<file path="src/rtl/rc_satellite_frame_decode_bar_display_defines.svh">
// Assertion macros of the frame decoder and bar display RTL, used by the queue.
// Needs signals named clock and reset in the module that uses them.
`ifndef RC_SATELLITE_FRAME_DECODE_BAR_DISPLAY_DEFINES_SVH
`define RC_SATELLITE_FRAME_DECODE_BAR_DISPLAY_DEFINES_SVH

// Same-cycle implication, checked outside reset.
`define RCSFD_ASSERT_SAME(lbl, ante, cons) \
   lbl: assert property (@(posedge clock) disable iff (reset) (ante) |-> (cons)) \
      else $error("rcsfd same-cycle check failed");

// Next-cycle implication, checked outside reset.
`define RCSFD_ASSERT_NEXT(lbl, ante, cons) \
   lbl: assert property (@(posedge clock) disable iff (reset) (ante) |=> (cons)) \
      else $error("rcsfd next-cycle check failed");

`endif

</file>
<file path="src/rtl/rcsfd_pkg.sv">
// Types and constants for the satellite frame decoder and bar display.
// No dependencies; used by every other RTL file of the block but the assertion defines header.
`default_nettype none
package rcsfd_pkg;

   localparam int CHAN_W      = 3;
   localparam int VALUE_W     = 11;
   localparam int COL_W       = 7;
   localparam int PIXEL_W     = 8;
   localparam int BAR_SHIFT   = 4;
   localparam int CHANNELS    = 8;
   localparam int BAR_COLUMNS = 128;

   localparam logic [CHAN_W-1:0]  LAST_ROW  = CHAN_W'(CHANNELS - 1);
   localparam logic [COL_W-1:0]   LAST_COL  = COL_W'(BAR_COLUMNS - 1);
   localparam logic [PIXEL_W-1:0] PIXEL_LIT = 8'hFF;
   localparam logic [PIXEL_W-1:0] PIXEL_OFF = 8'h00;

   // Queue between the front and back parts (depth is a power of two).
   localparam int QUEUE_DEPTH = 2;
   localparam int QPTR_W      = $clog2(QUEUE_DEPTH);
   localparam int QCNT_W      = $clog2(QUEUE_DEPTH + 1);

   typedef enum logic {
      KIND_UPDATE = 1'b0,
      KIND_PIXEL  = 1'b1
   } kind_type;

   localparam logic ACTION_RX_BYTE = 1'b0;

   // One classified operation: an update carries the 11-bit value, a pixel
   // carries the column in the low bits of value.
   typedef struct packed {
      kind_type            kind;
      logic [CHAN_W-1:0]   id;
      logic [VALUE_W-1:0]  value;
      logic                last;
   } op_type;

endpackage
`default_nettype wire

</file>
<file path="src/rtl/rcsfd_req_if.sv">
// Input and result channel interfaces of the frame decoder.
// Depends on rcsfd_pkg for field widths.
`default_nettype none
interface rcsfd_req_if;
   logic                           valid;
   logic                           ready;
   logic                           action;
   logic [7:0]                     rx_byte;

   modport source (output valid, output action, output rx_byte, input ready);
   modport sink (input valid, input action, input rx_byte, output ready);
endinterface

interface rcsfd_rsp_if;
   logic                            valid;
   logic                            ready;
   logic                            kind;
   logic [rcsfd_pkg::CHAN_W-1:0]    channel_id;
   logic [rcsfd_pkg::VALUE_W-1:0]   channel_value;
   logic [rcsfd_pkg::PIXEL_W-1:0]   pixel_byte;
   logic                            last_of_screen;

   modport source (output valid, output kind, output channel_id, output channel_value,
                   output pixel_byte, output last_of_screen, input ready);
   modport sink (input valid, input kind, input channel_id, input channel_value,
                 input pixel_byte, input last_of_screen, output ready);
endinterface
`default_nettype wire

</file>
<file path="src/rtl/rcsfd_front.sv">
// Front part: accepts input transfers, tracks frame position and display
// scan position, and classifies each item into an operation. Uses rcsfd_pkg.
`default_nettype none
module rcsfd_front #(
   parameter int FRAME_BYTES = 16
) (
   input  wire                   clock,
   input  wire                   reset,
   rcsfd_req_if.sink             req,
   input  wire                   op_space,
   output logic                  op_push,
   output rcsfd_pkg::op_type     op_data
);

   localparam int POS_W = $clog2(FRAME_BYTES);
   localparam logic [POS_W-1:0] LAST_POS = POS_W'(FRAME_BYTES - 1);
   localparam logic [POS_W-1:0] FIRST_LOW = POS_W'(3);

   logic [POS_W-1:0]             pos_ff, pos_in;
   logic [7:0]                   high_ff, high_in;
   logic [rcsfd_pkg::CHAN_W-1:0] row_ff, row_in;
   logic [rcsfd_pkg::COL_W-1:0]  col_ff, col_in;
   logic                         accept;
   logic                         is_rx;

   assign req.ready = op_space;
   assign accept    = req.valid && op_space;
   assign is_rx     = (req.action == rcsfd_pkg::ACTION_RX_BYTE);

   always_comb begin
      pos_in  = pos_ff;
      high_in = high_ff;
      row_in  = row_ff;
      col_in  = col_ff;
      op_push = 1'b0;
      op_data.kind  = rcsfd_pkg::KIND_PIXEL;
      op_data.id    = row_ff;
      op_data.value = rcsfd_pkg::VALUE_W'(col_ff);
      op_data.last  = (row_ff == rcsfd_pkg::LAST_ROW) && (col_ff == rcsfd_pkg::LAST_COL);
      if (is_rx) begin
         op_data.kind  = rcsfd_pkg::KIND_UPDATE;
         op_data.id    = high_ff[5:3];
         op_data.value = {high_ff[2:0], req.rx_byte};
         op_data.last  = 1'b0;
      end
      if (accept) begin
         if (is_rx) begin
            op_push = pos_ff[0] && (pos_ff >= FIRST_LOW);
            high_in = req.rx_byte;
            pos_in  = (pos_ff == LAST_POS) ? '0 : pos_ff + POS_W'(1);
         end else begin
            op_push = 1'b1;
            col_in  = col_ff + rcsfd_pkg::COL_W'(1);
            if (col_ff == rcsfd_pkg::LAST_COL) begin
               row_in = row_ff + rcsfd_pkg::CHAN_W'(1);
            end
         end
      end
   end

   always_ff @(posedge clock) begin
      if (reset) begin
         pos_ff  <= '0;
         high_ff <= '0;
         row_ff  <= '0;
         col_ff  <= '0;
      end else begin
         pos_ff  <= pos_in;
         high_ff <= high_in;
         row_ff  <= row_in;
         col_ff  <= col_in;
      end
   end

endmodule
`default_nettype wire

</file>
<file path="src/rtl/rcsfd_queue.sv">
// Short operation queue between the front and back parts.
// Uses rcsfd_pkg for the operation type and queue depth.
`default_nettype none
`include "rc_satellite_frame_decode_bar_display_defines.svh"
module rcsfd_queue (
   input  wire                   clock,
   input  wire                   reset,
   input  wire                   push,
   input  rcsfd_pkg::op_type     push_data,
   output logic                  space,
   input  wire                   pop,
   output logic                  filled,
   output rcsfd_pkg::op_type     pop_data
);

   rcsfd_pkg::op_type              slot_ff [rcsfd_pkg::QUEUE_DEPTH];
   logic [rcsfd_pkg::QPTR_W-1:0]   wr_ff, wr_in;
   logic [rcsfd_pkg::QPTR_W-1:0]   rd_ff, rd_in;
   logic [rcsfd_pkg::QCNT_W-1:0]   count_ff, count_in;

   assign space    = (count_ff != rcsfd_pkg::QCNT_W'(rcsfd_pkg::QUEUE_DEPTH));
   assign filled   = (count_ff != '0);
   assign pop_data = slot_ff[rd_ff];

   always_comb begin
      wr_in    = push ? wr_ff + rcsfd_pkg::QPTR_W'(1) : wr_ff;
      rd_in    = pop ? rd_ff + rcsfd_pkg::QPTR_W'(1) : rd_ff;
      count_in = count_ff;
      if (push && !pop) begin
         count_in = count_ff + rcsfd_pkg::QCNT_W'(1);
      end else if (pop && !push) begin
         count_in = count_ff - rcsfd_pkg::QCNT_W'(1);
      end
   end

   always_ff @(posedge clock) begin
      if (push) begin
         slot_ff[wr_ff] <= push_data;
      end
   end

   always_ff @(posedge clock) begin
      if (reset) begin
         wr_ff    <= '0;
         rd_ff    <= '0;
         count_ff <= '0;
      end else begin
         wr_ff    <= wr_in;
         rd_ff    <= rd_in;
         count_ff <= count_in;
      end
   end

   `RCSFD_ASSERT_SAME(a_no_overflow, push, space)
   `RCSFD_ASSERT_SAME(a_no_underflow, pop, filled)
   `RCSFD_ASSERT_NEXT(a_count_grows, push && !pop, count_ff == $past(count_ff) + rcsfd_pkg::QCNT_W'(1))

endmodule
`default_nettype wire

</file>
<file path="src/rtl/rcsfd_back.sv">
// Back part: holds the channel values, applies updates, renders bar pixels
// and drives the registered result channel. Uses rcsfd_pkg.
`default_nettype none
module rcsfd_back (
   input  wire                   clock,
   input  wire                   reset,
   input  wire                   op_filled,
   input  rcsfd_pkg::op_type     op_data,
   output logic                  op_pop,
   rcsfd_rsp_if.source           rsp
);

   logic [rcsfd_pkg::VALUE_W-1:0]  chan_ff [rcsfd_pkg::CHANNELS];
   logic                           valid_ff;
   logic                           kind_ff;
   logic [rcsfd_pkg::CHAN_W-1:0]   id_ff;
   logic [rcsfd_pkg::VALUE_W-1:0]  value_ff, value_in;
   logic [rcsfd_pkg::PIXEL_W-1:0]  pixel_ff, pixel_in;
   logic                           last_ff;
   logic [rcsfd_pkg::COL_W-1:0]    limit;
   logic                           is_update;

   assign op_pop    = op_filled && (!valid_ff || rsp.ready);
   assign is_update = (op_data.kind == rcsfd_pkg::KIND_UPDATE);
   assign limit     = rcsfd_pkg::COL_W'(chan_ff[op_data.id] >> rcsfd_pkg::BAR_SHIFT);

   always_comb begin
      value_in = '0;
      pixel_in = rcsfd_pkg::PIXEL_OFF;
      if (is_update) begin
         value_in = op_data.value;
      end else if (op_data.value[rcsfd_pkg::COL_W-1:0] < limit) begin
         pixel_in = rcsfd_pkg::PIXEL_LIT;
      end
   end

   always_ff @(posedge clock) begin
      if (reset) begin
         valid_ff <= 1'b0;
         for (int i = 0; i < rcsfd_pkg::CHANNELS; i++) begin
            chan_ff[i] <= '0;
         end
      end else begin
         if (op_pop) begin
            valid_ff <= 1'b1;
         end else if (rsp.ready) begin
            valid_ff <= 1'b0;
         end
         if (op_pop && is_update) begin
            chan_ff[op_data.id] <= op_data.value;
         end
      end
   end

   always_ff @(posedge clock) begin
      if (op_pop) begin
         kind_ff  <= op_data.kind;
         id_ff    <= op_data.id;
         value_ff <= value_in;
         pixel_ff <= pixel_in;
         last_ff  <= op_data.last;
      end
   end

   assign rsp.valid          = valid_ff;
   assign rsp.kind           = kind_ff;
   assign rsp.channel_id     = id_ff;
   assign rsp.channel_value  = value_ff;
   assign rsp.pixel_byte     = pixel_ff;
   assign rsp.last_of_screen = last_ff;

endmodule
`default_nettype wire

</file>
<file path="src/rtl/rc_satellite_frame_decode_bar_display.sv">
// Top level of the satellite frame decoder with bar-graph display feed.
// Depends on rcsfd_pkg, the channel interfaces, front, queue and back.
//
//   Channel   Direction  Carries
//   req_bus   in         action, rx_byte
//   rsp_bus   out        kind, channel_id, channel_value, pixel_byte, last_of_screen
//
// One item is accepted per cycle while the queue has space; a result passes
// the queue slot and then the result register before it appears on rsp_bus.
// Header and high bytes pass the front part only and yield no result.
// The two-entry queue keeps input taken while a result waits on rsp_bus.
// Synchronous reset clears positions, scan counters and all channel values.
`default_nettype none
module rc_satellite_frame_decode_bar_display #(
   parameter int FRAME_BYTES = 16
) (
   input  wire          clock,
   input  wire          reset,
   rcsfd_req_if.sink    req_bus,
   rcsfd_rsp_if.source  rsp_bus
);

   logic              push;
   logic              space;
   logic              pop;
   logic              filled;
   rcsfd_pkg::op_type push_data;
   rcsfd_pkg::op_type pop_data;

   rcsfd_front #(
      .FRAME_BYTES(FRAME_BYTES)
   ) u_front (
      .clock    (clock),
      .reset    (reset),
      .req      (req_bus),
      .op_space (space),
      .op_push  (push),
      .op_data  (push_data)
   );

   rcsfd_queue u_queue (
      .clock     (clock),
      .reset     (reset),
      .push      (push),
      .push_data (push_data),
      .space     (space),
      .pop       (pop),
      .filled    (filled),
      .pop_data  (pop_data)
   );

   rcsfd_back u_back (
      .clock     (clock),
      .reset     (reset),
      .op_filled (filled),
      .op_data   (pop_data),
      .op_pop    (pop),
      .rsp       (rsp_bus)
   );

endmodule
`default_nettype wire

</file>
<file path="src/flat_wrapper.sv">
// flat-port wrapper written by rule: the top's interface ports become plain ports
module rc_satellite_frame_decode_bar_display_flat 
#(
   parameter int FRAME_BYTES = 16
)
  (clock, reset, req_bus_valid, req_bus_action, req_bus_rx_byte, req_bus_ready, rsp_bus_valid, rsp_bus_kind, rsp_bus_channel_id, rsp_bus_channel_value, rsp_bus_pixel_byte, rsp_bus_last_of_screen, rsp_bus_ready);
  rcsfd_req_if req_bus_i ();
  rcsfd_rsp_if rsp_bus_i ();
  input  wire clock;
  input  wire reset;
  input wire logic [$bits(req_bus_i.valid)-1:0] req_bus_valid;
  input wire logic [$bits(req_bus_i.action)-1:0] req_bus_action;
  input wire logic [$bits(req_bus_i.rx_byte)-1:0] req_bus_rx_byte;
  output wire logic [$bits(req_bus_i.ready)-1:0] req_bus_ready;
  output wire logic [$bits(rsp_bus_i.valid)-1:0] rsp_bus_valid;
  output wire logic [$bits(rsp_bus_i.kind)-1:0] rsp_bus_kind;
  output wire logic [$bits(rsp_bus_i.channel_id)-1:0] rsp_bus_channel_id;
  output wire logic [$bits(rsp_bus_i.channel_value)-1:0] rsp_bus_channel_value;
  output wire logic [$bits(rsp_bus_i.pixel_byte)-1:0] rsp_bus_pixel_byte;
  output wire logic [$bits(rsp_bus_i.last_of_screen)-1:0] rsp_bus_last_of_screen;
  input wire logic [$bits(rsp_bus_i.ready)-1:0] rsp_bus_ready;
  assign req_bus_i.valid = req_bus_valid;
  assign req_bus_i.action = req_bus_action;
  assign req_bus_i.rx_byte = req_bus_rx_byte;
  assign req_bus_ready = req_bus_i.ready;
  assign rsp_bus_valid = rsp_bus_i.valid;
  assign rsp_bus_kind = rsp_bus_i.kind;
  assign rsp_bus_channel_id = rsp_bus_i.channel_id;
  assign rsp_bus_channel_value = rsp_bus_i.channel_value;
  assign rsp_bus_pixel_byte = rsp_bus_i.pixel_byte;
  assign rsp_bus_last_of_screen = rsp_bus_i.last_of_screen;
  assign rsp_bus_i.ready = rsp_bus_ready;
  rc_satellite_frame_decode_bar_display #(.FRAME_BYTES(FRAME_BYTES)) u_core (.clock(clock), .reset(reset), .req_bus(req_bus_i), .rsp_bus(rsp_bus_i));
endmodule
</file>
<file path="config.mk">
export PLATFORM = sky130hd
export DESIGN_NAME = rc_satellite_frame_decode_bar_display_flat
export DESIGN_NICKNAME = d
export VERILOG_FILES = /design/src/rtl/rcsfd_pkg.sv /design/src/rtl/rcsfd_req_if.sv /design/src/rtl/rcsfd_front.sv /design/src/rtl/rcsfd_queue.sv /design/src/rtl/rcsfd_back.sv /design/src/rtl/rc_satellite_frame_decode_bar_display.sv /design/src/flat_wrapper.sv
export VERILOG_INCLUDE_DIRS = /design/src /design/src/rtl
export SDC_FILE = /design/constraint.sdc
export NUM_CORES = 1
export LEC_CHECK = 0
export ABC_CLOCK_PERIOD_IN_PS = 3600
export BUFFER_PORTS_ARGS = -buffer_cell sky130_fd_sc_hd__buf_2
export CAP_MARGIN = 20
export CORE_MARGIN = 2
export CORE_UTILIZATION = 55
export CTS_BUF_LIST = sky130_fd_sc_hd__clkbuf_2 sky130_fd_sc_hd__clkbuf_4 sky130_fd_sc_hd__clkbuf_8
export DETAILED_ROUTE_END_ITERATION = 8
export GPL_ROUTABILITY_DRIVEN = 0
export PLACE_DENSITY = 0.71
export SKIP_LAST_GASP = 1
export SYNTH_ARGS = -nofsm -noshare
export SYNTH_HDL_FRONTEND = slang
export SYNTH_SLANG_ARGS = --single-unit
export TNS_END_PERCENT = 20
</file>
<file path="constraint.sdc">
create_clock -name clock -period 3.6 [get_ports clock]
set_clock_uncertainty 0.05 [all_clocks]
set_input_delay 0.54 -clock clock [delete_from_list [all_inputs] [get_ports clock]]
set_output_delay 0.54 -clock clock [all_outputs]
set_load 0.02 [all_outputs]
</file>
==> results.tsv, run 1 <==
metric	value	unit
hold_viol	0	
cts_tree	done	
clk_pin_slew	0.08	ns
cp.arrival	3.05	ns
holdPathEnd	u_core.u_front.high_ff[2]	
drc	0	
yosys_most_used_dff	edfxtp_1	
ys_seq_area_frac	0.6468	
power_density	705.3	nW/um^2
r2r_slack	0.67	ns
diodes	0	
fin_ws	0.6730	ns
synthXorXnorAreaFrac	0.01234	
synth_nets	503	
initialDrtViolationCount	215	
syn_to_final_growth	13.40	%
htree_levels	4	
status	finished clean	
ioPinCount	39	
via_per_inst	5.586	
hold_class	in -> reg	
grt_max_degree	36	
asyncSetResetFlopFracSynth	0	
routedWlPerCell	17.09	microns
dp_slack	0.7242	ns
cts_resized	0	
finalCriticalPeriod	2.927	ns
die_w	105.6	microns
grt_first_pass_wirelength	17.91	mm
worst_slew_pin_slew	1.023	ns
place_hpwl	7.783	mm
syn_area_per_cell	11.86	sq um
rows	37	
synth_top_area_cell	edfxtp_1	
p_leak	2.430	nW
nets	547	
postCtsSetupBuffers	0	
root_buffer	clkbuf_8	
drt_pass1_iterations	4	
tns	0	ns
fmax	0.3416	GHz
clock_path_buffers	2	
setup_viol	0	
whs_path_depth	3	
cp-end-kind	flip-flop	
path_max_fanout	32	
synth_most_common_cell	edfxtp_1	
multi_input_area	1833	sq um
die_h	105.6	microns
synth_compound_area_frac	0.03173	
required	3.72	ns
fp.dieArea	11150	sq um
drt-total-wl	11.49	mm
fill_cells	809	
synth_edf_count	105	
grt_setup_unrepaired	false	
core_area	10180	sq um
synth_cell_types	40	
p_total	4.542	mW
crit_path_start_kind	flip-flop	
syn_inst	479	
final-seq-area	3674	sq um
vias	3754	
clock_sinks	131	
yosysWarnings	0	
cts_made_buffers	17	
cts_hold_buf	0	
antenna_found_initial	0	
slew_violations	0	
timing.rr.end	u_core.u_back.rsp.pixel_byte[6]	
r2r_cells	10	
yosys-top-cells-area	edfxtp_1 (56%), dfxtp_1 (9.2%), nor2_1 (5.9%), mux2i_1 (3.5%), nand2_1 (3.5%)	
ir_drop	398.9	uV
start_util	0.5576	
gr-total-overflow	0	
grt_usage	0.2172	
portBuffers	38	
crit_type	reg -> reg	
max_slew_margin	0.3172	
yosys-top-cells-count	edfxtp_1 (105), nor2_1 (89), nand2_1 (53), nand3_1 (37), dfxtp_1 (26)	
clk_latency	0.44	ns
holdCritStartpoint	req_bus_rx_byte[2]	
synth_top_family_by_area	simple AND/OR/NAND/NOR gates	
muxShareOfSynthArea	0.07292	
synth-seq-cells	131	
first_global_vias	3607	
drive_gt1_frac	0.1922	
cap_violations	0	
synthAdderAreaFrac	0.02423	
period_share	0.8131	
synth-simple-area-share	0.1804	
route.antenna.remaining_nets	0	
netlist_area	5679	sq um
yosysTopAreaCellShare	0.5552	
[cell type report]
class / count / share of cell area
Sequential cell: 131 / 0.5704
Inverter: 13 / 0.007577
Clock inverter: 14 / 0.03109
Timing Repair Buffer: 49 / 0.04235
Tap cell: 136 / 0.02642
Multi-Input combinational cell: 311 / 0.2846
Clock buffer: 18 / 0.03750
[report_power, final]
| part | total [mW] | internal, mW | switching [mW] |
|---|---|---|---|
| sequential | 1.94 | 1.86 | 0.0767 |
| combinational | 1.24 | 0.407 | 0.832 |
| clock | 1.37 | 0.774 | 0.592 |
[sequential cells by signal (all words and copies together), names as in the netlist, 3 cells and up, named ones only]
name and count:
u_core.u_back.chan_ff 56, u_core.u_front.row_ff 3, u_core.u_queue.slot_ff 32, u_core.u_front.high_ff 6, u_core.u_back.rsp.channel_value 11, u_core.u_back.rsp.channel_id 3, u_core.u_front.col_ff 7, u_core.u_front.pos_ff 4
[cells by family (layout without fill, tap and decap cells)]
| kind of cell | count (synthesis) | in the layout |
|---|---|---|
| simple gates | 224 | 224 |
| mux | 38 | 38 |
| compound gates | 30 | 30 |
| buf+inv | 37 | 94 |
| flops | 131 | 131 |
| xor+xnor | 8 | 8 |
| fa+ha+maj | 11 | 11 |
[layout by cell type, fill, tap and decap left out, types with 8 or more instances in the layout]
master	synthesis	routed
nor2b_1	11	11
buf_4	7	11
mux2i_1	20	19
mux2_2	17	17
inv_1	13	13
dfxtp_1	26	26
nand2b_1	8	8
nand4_1	12	12
buf_2	5	38
edfxtp_1	105	105
nand2_1	53	53
o21ai_0	8	8
clkbuf_8	0	17
a21oi_1	11	11
nand3_1	37	37
ha_1	11	11
nor2_1	89	88
[per-stage QoR]
stage | cell area [sq um] | hold slack, ns | utilization | std cells
finish | 6440 | 0.3012 | 0.6323 | 672
global route | 6440 | 0.2972 | 0.6323 | 672
CTS | 6440 | 0.2833 | 0.6323 | 672
detailed placement | 5998 | 0.4320 | 0.5889 | 640
global placement | 5998 | 0.4155 | 0.5889 | 640
floorplan | 5679 | 0.4020 | - | 479
[per-layer routing]
metal | global-route usage | routed length [microns] | vias up
met3 | 0.06246 | 820 | 26
met4 | 0.1071 | 293 | 0
met2 | 0.3516 | 5756 | 160
li1 | - | - | 1789
met5 | 0 | 0 | -
met1 | 0.2680 | 4615 | 1779
[worst max path at each step]
| stage | startpoint | end | slack (ns) | depth (start not counted) |
|---|---|---|---|---|
| after floorplan | rsp_bus_ready | u_core.u_queue.count_ff[1] | 1.10 | 6 |
| after global placement | flip-flop | u_core.u_back.rsp.pixel_byte[6] | 0.76 | 10 |
| after detailed placement | flip-flop | u_core.u_back.rsp.pixel_byte[6] | 0.72 | 10 |
| after CTS | flip-flop | u_core.u_back.rsp.pixel_byte[6] | 0.71 | 10 |
| after global routing | flip-flop | u_core.u_back.rsp.pixel_byte[6] | 0.46 | 10 |
| final | flip-flop | u_core.u_back.rsp.pixel_byte[6] | 0.67 | 10 |
[critical path, cell delays in order (launching register included)]
cell	delay, ns
dfxtp_1	0.47
mux2i_2	0.12
inv_1	0.75
nand2_1	0.16
nand3_1	0.15
nand4_1	0.10
ha_1	0.32
a21oi_1	0.08
o2111a_1	0.24
o21ai_0	0.09
o21ai_0	0.13
(Power assumes the default switching activity.)
==> inputs of run 2 (changes only) <==
- ABC_AREA: not set -> 1
- ABC_CLOCK_PERIOD_IN_PS: 3600 -> 2950
- clock period: 3.6 -> 2.95 ns (I/O delays scaled with it)
==> run 2 against run 1 <==
Compared with the run above: critical path type unchanged; sequential power grew 27%; utilization down 0.19 points; sequential share of layout area increased by 0.44 points.
==> results.tsv, run 2 <==
metric	value	unit
nets	622	
route.antenna.remaining_nets	0	
holdWs	0.2488	ns
status	finished clean	
slew_violations	0	
synth_compound_area_frac	0.06120	
power_density	922.6	nW/um^2
clk_pin_slew	0.07	ns
via_per_inst	5.390	
cp-end-kind	flip-flop	
cts_hold_buf	0	
antenna_found_initial	0	
grt_max_degree	31	
drive_gt1_frac	0.1702	
worst-path-stages	10	
hold_class	in -> reg	
required	3.19	ns
drt_pass1_iterations	6	
cts_tree	done	
synth-simple-area-share	0.2022	
ir_drop	630.1	uV
gr-total-overflow	0	
portBuffers	38	
max_slew_margin	0.6116	
synth_top_family_by_area	simple AND/OR/NAND/NOR gates	
ys_seq_area_frac	0.6487	
layoutNonFillerInstCount	747	
max_stage_delay	0.59	ns
asyncSetResetFlopFracSynth	0	
p_total	5.897	mW
netlist_area	5663	sq um
tns	0	ns
syn_to_final_growth	12.86	%
wl_met2	5.312	mm
muxShareOfSynthArea	0.008838	
start_util	0.5586	
cp_top_family	simple AND/OR/NAND/NOR gates	
r2r_cells	10	
diodes	0	
fmax	0.4059	GHz
synth_edf_count	105	
worst_slew_pin_slew	0.5765	ns
yosysWarnings	0	
crit_chain	inv_2, nand2_1, nand2_2, nor2_2, nand3_1, nand4_1, ha_1, a21oi_1, o211ai_1, a21oi_1	
synth_top_area_cell	edfxtp_1	
period_share	0.8351	
die_h	105.5	microns
initialDrtViolationCount	380	
cp_common_cell	a21oi_1	
top_register	u_core.u_back.chan_ff	
routedWlPerCell	15.90	microns
crit_path_start_kind	flip-flop	
root_buffer	clkbuf_8	
finalInstanceArea	6391	sq um
drc	0	
holdPathEnd	u_core.u_back.rsp.valid	
final_common_cell	nand2_1	
holdCritStartpoint	reset	
finalCriticalPeriod	2.464	ns
synthAdderAreaFrac	0.02430	
p_leak	2.553	nW
synth_cell_types	34	
r2r_slack	0.49	ns
clock_path_buffers	2	
yosys-top-cells-count	nand2_1 (111), edfxtp_1 (105), nor2_1 (93), inv_1 (43)	
wl_met1	5.383	mm
grt_first_pass_wirelength	18.78	mm
cts_resized	0	
vias	4026	
cap_violations	0	
yosys-top-cells-area	edfxtp_1 (56%), dfxtp_1 (9.2%), nand2_1 (7.4%), nor2_1 (6.2%), nand3_1 (2.9%)	
postCtsSetupBuffers	0	
syn_inst	551	
final_cell_mix	nand2_1 (111), edfxtp_1 (105), nor2_1 (93)	
timing.rr.end	u_core.u_back.rsp.pixel_byte[6]	
grt_usage	0.2272	
path_max_fanout	12	
setup_viol	0	
placed_cells	715	
rows	37	
cts_made_buffers	17	
clk_latency	0.44	ns
highest_layer	met4	
route.met3.wl	842	microns
htree_levels	4	
synth_nets	575	
ioPinCount	39	
synthXorXnorAreaFrac	0.001547	
largest_reg_flops	56	
grt_setup_unrepaired	false	
syn_area_per_cell	10.28	sq um
clock_sinks	131	
crit_buf_inv	1	
yosys_most_used_dff	edfxtp_1	
critPathSlowestCell	dfxtp_1	
hold_viol	0	
die_w	105.5	microns
synth-seq-cells	131	
core_area	10140	sq um
whs_path_depth	2	
crit_type	reg -> reg	
place_hpwl	8.319	mm
cp.arrival	2.71	ns
post_dp_cell_area	5988	sq um
yosysTopAreaCellShare	0.5568	
synth_most_common_cell	nand2_1	
drt-total-wl	11.88	mm
first_global_vias	3693	
fp.dieArea	11120	sq um
==> run 2: cell count changes in the layout (fill, tap and decap cells not counted), sizes merged, moves of 4 or more <==
| cell | previous run | this run |
|---|---|---|
| a21oi | 11 | 23 |
| mux2 | 17 | 0 |
| xnor2 | 4 | 0 |
| nand2b | 8 | 0 |
| or3 | 4 | 0 |
| nand4 | 12 | 7 |
| nand2 | 53 | 121 |
| or2 | 0 | 4 |
| mux2i | 20 | 5 |
| o21ai | 9 | 36 |
| nor2 | 89 | 99 |
| inv | 18 | 46 |
| nor2b | 11 | 0 |
==> run 2: final cells by class <==
| type | count | area [sq um] |
|---|---|---|
| Timing Repair Buffer | 51 | 287.8 |
| Fill cell | 795 | 3747 |
| Tap cell | 136 | 170.2 |
| Sequential cell | 131 | 3674 |
| Clock inverter | 14 | 161.4 |
| Inverter | 45 | 168.9 |
| Clock buffer | 18 | 241.5 |
| Multi-Input combinational cell | 352 | 1688 |
==> run 2: power by group <==
group          internal (mW)  switching (mW)  total, mW
clock                  0.839           0.693       1.53
sequential              2.34           0.119       2.46
combinational          0.563            1.34       1.90
total                   3.74            2.15       5.90
==> run 2: per-stage QoR <==
| stage | setup slack (ns) | util |
|---|---|---|
| 2_1_floorplan | 0.7046 | - |
| 3_3_place_gp | 0.6639 | 0.5906 |
| 3_5_place_dp | 0.5370 | 0.5906 |
| 4_1_cts | 0.5068 | 0.6304 |
| 5_1_grt | 0.2599 | 0.6304 |
| 6_report | 0.4865 | 0.6304 |
==> run 2: per-layer routing <==
| layer | vias to the layer above | GRT usage |
|---|---|---|
| met2 | 159 | 0.3382 |
| met1 | 1890 | 0.3124 |
| li1 | 1945 | - |
| met5 | - | 0 |
| met4 | 0 | 0.09048 |
| met3 | 32 | 0.07112 |
==> run 2: kinds of logic after synthesis <==
kind of cell,Yosys count
compound gates,65
buf+inv,68
fa+ha+maj,11
flops,131
mux,5
simple gates,270
xor+xnor,1
==> run 2: worst max-delay path by stage <==
stage | endpoint | slack, ns
4_1_cts | u_core.u_back.rsp.pixel_byte[6] | 0.51
6_report | u_core.u_back.rsp.pixel_byte[6] | 0.49
2_1_floorplan | u_core.u_queue.slot_ff[1][0] | 0.70
3_3_place_gp | u_core.u_back.rsp.pixel_byte[6] | 0.66
3_5_place_dp | u_core.u_back.rsp.pixel_byte[6] | 0.54
5_1_grt | u_core.u_back.rsp.pixel_byte[6] | 0.26
==> inputs of run 3 (changes only) <==
- ABC_CLOCK_PERIOD_IN_PS: 2950 -> 2100
- PLACE_DENSITY: 0.71 -> 0.73
- clock period: 2.95 -> 2.1 ns (I/O delays scaled with it)
==> run 3 against run 2 <==
Compared with the run above: the run now ends with setup timing left; register-to-register slack worse by 0.51 ns; non-clock buffer count is 28 higher; sequential share of layout area is 4.0 points lower; combinational power is 81% higher; sequential power is 41% higher; first-iteration DRC count is 11% higher; power is 56% higher; utilization is 4.8 points higher; hold slack worse by 0.13 ns; clock power is 53% higher; setup slack worse by 0.51 ns; final area is 7.6% higher; highest routed layer unchanged.
==> results.tsv, run 3 (synthesized netlist as in run 2, its figures left out) <==
metric	value	unit
grt_usage	0.2353	
place_hpwl	8.542	mm
drt-total-wl	13.12	mm
via_per_inst	5.440	
first_global_vias	3860	
fp.dieArea	11120	sq um
power_density	1342	nW/um^2
status	complete, but fails checks	
clock_path_buffers	2	
route.antenna.remaining_nets	0	
hold_class	in -> reg	
portBuffers	38	
ioPinCount	39	
fmax	0.4707	GHz
hold_viol	0	
cap_violations	0	
cp.arrival	2.28	ns
cp-end-kind	flip-flop	
path_max_fanout	14	
top_register	u_core.u_back.chan_ff	
fin_ws	-0.02465	ns
worst_slew_pin_slew	0.5405	ns
syn_to_final_growth	21.39	%
clk_pin_slew	0.08	ns
tns	-0.02465	ns
crit_type	reg -> reg	
routedWlPerCell	16.92	microns
gr-total-overflow	0	
grt_setup_unrepaired	true	
p_total	9.223	mW
r2r-start	u_core.u_queue.slot_ff[0][12]	
placed_cells	735	
die_w	105.5	microns
drc	0	
clk_latency	0.45	ns
finalCriticalPeriod	2.125	ns
cts_hold_buf	0	
fin_util	0.6780	
grt_first_pass_wirelength	19.60	mm
holdPathEnd	u_core.u_back.rsp.valid	
largest_reg_flops	56	
diodes	0	
final_cell_mix	edfxtp_1 (105), nand2_1 (99), nor2_1 (92)	
r2r_cells	11	
dp_slack	-0.04881	ns
r2r_slack	-0.02	ns
crit_path_start_kind	flip-flop	
die_h	105.5	microns
timing.rr.end	u_core.u_back.rsp.pixel_byte[6]	
period_share	1.012	
htree_levels	4	
violations	setup timing	
root_buffer	clkbuf_8	
drive_gt1_frac	0.2379	
layoutNonFillerInstCount	775	
grt_max_degree	31	
drt_pass1_iterations	5	
start_util	0.5586	
cts_tree	done	
slew_violations	0	
holdCritStartpoint	rsp_bus_ready	
max_slew_margin	0.6359	
core_area	10140	sq um
rows	37	
setup_viol	1	
clock_sinks	131	
antenna_found_initial	0	
p_leak	2.778	nW
nets	650	
cts_made_buffers	17	
vias	4216	
whs_path_depth	4	
final_common_cell	edfxtp_1	
required	2.25	ns
ir_drop	620.0	uV
initialDrtViolationCount	421	
==> run 3: metrics by stage <==
stage / cell area [sq um] / hold slack (ns)
finish: 6874 / 0.1217
global route: 6874 / 0.1255
CTS: 6651 / 0.1089
detailed placement: 6191 / 0.3976
global placement: 6191 / 0.3885
floorplan: 5665 / 0.3639
==> run 3: area by class of cell <==
| cell class | instances | area [sq um] |
|---|---|---|
| fill | 726 | 3264 |
| multi-input combinational | 352 | 1779 |
| timing repair buffer | 79 | 630.6 |
| inverter | 45 | 176.4 |
| clock inverter | 10 | 156.4 |
| sequential | 131 | 3677 |
| tap | 136 | 170.2 |
| clock buffer | 22 | 284.0 |
==> run 3: per-layer routing <==
metal / share of wire / track usage
met1: 0.40 / 0.3031
met2: 0.49 / 0.3848
met3: 0.076 / 0.05751
met4: 0.032 / 0.09333
met5: 0 / 0
==> run 3: critical path, cell delays in order, from the launching register on <==
cell and delay (ns):
edfxtp_1 0.43, inv_1 0.09, nand2_2 0.07, nand2_4 0.12, clkbuf_16 0.18, nand2_1 0.06
nand3_1 0.10, nand4_1 0.14, ha_1 0.33, a21oi_1 0.07, o211ai_1 0.18, a21oi_1 0.06
==> run 3: report_power, final <==
group / total (mW) / internal [mW] / leakage (nW) / switching [mW]
combinational: 3.43 / 1.24 / 1.30 / 2.19
clock: 2.34 / 1.39 / 0.217 / 0.951
sequential: 3.46 / 3.30 / 1.26 / 0.162
total: 9.22 / 5.92 / 2.78 / 3.30
==> run 3: repair_timing <==
item / in CTS / in global routing
buffers inserted: 0 / 4
pin swaps: 0 / 11
resized for setup: 4 / 27
endpoints found under the setup margin: 1 / 38
gates cloned: 0 / 4
==> run 3: how the worst max path moves through the flow <==
stage                                   from                              end  slack (ns)  cells past startpoint
2_1_floorplan     u_core.u_queue.count_ff[0]     u_core.u_queue.slot_ff[0][0]       -0.13                      8
3_3_place_gp                       flip-flop  u_core.u_back.rsp.pixel_byte[6]        0.07                     10
3_5_place_dp                       flip-flop  u_core.u_back.rsp.pixel_byte[6]       -0.05                     10
4_1_cts                            flip-flop  u_core.u_back.rsp.pixel_byte[6]       0.004                     10
5_1_grt                            flip-flop  u_core.u_back.rsp.pixel_byte[6]       -0.14                     11
6_report       u_core.u_queue.slot_ff[0][12]  u_core.u_back.rsp.pixel_byte[6]       -0.02                     11
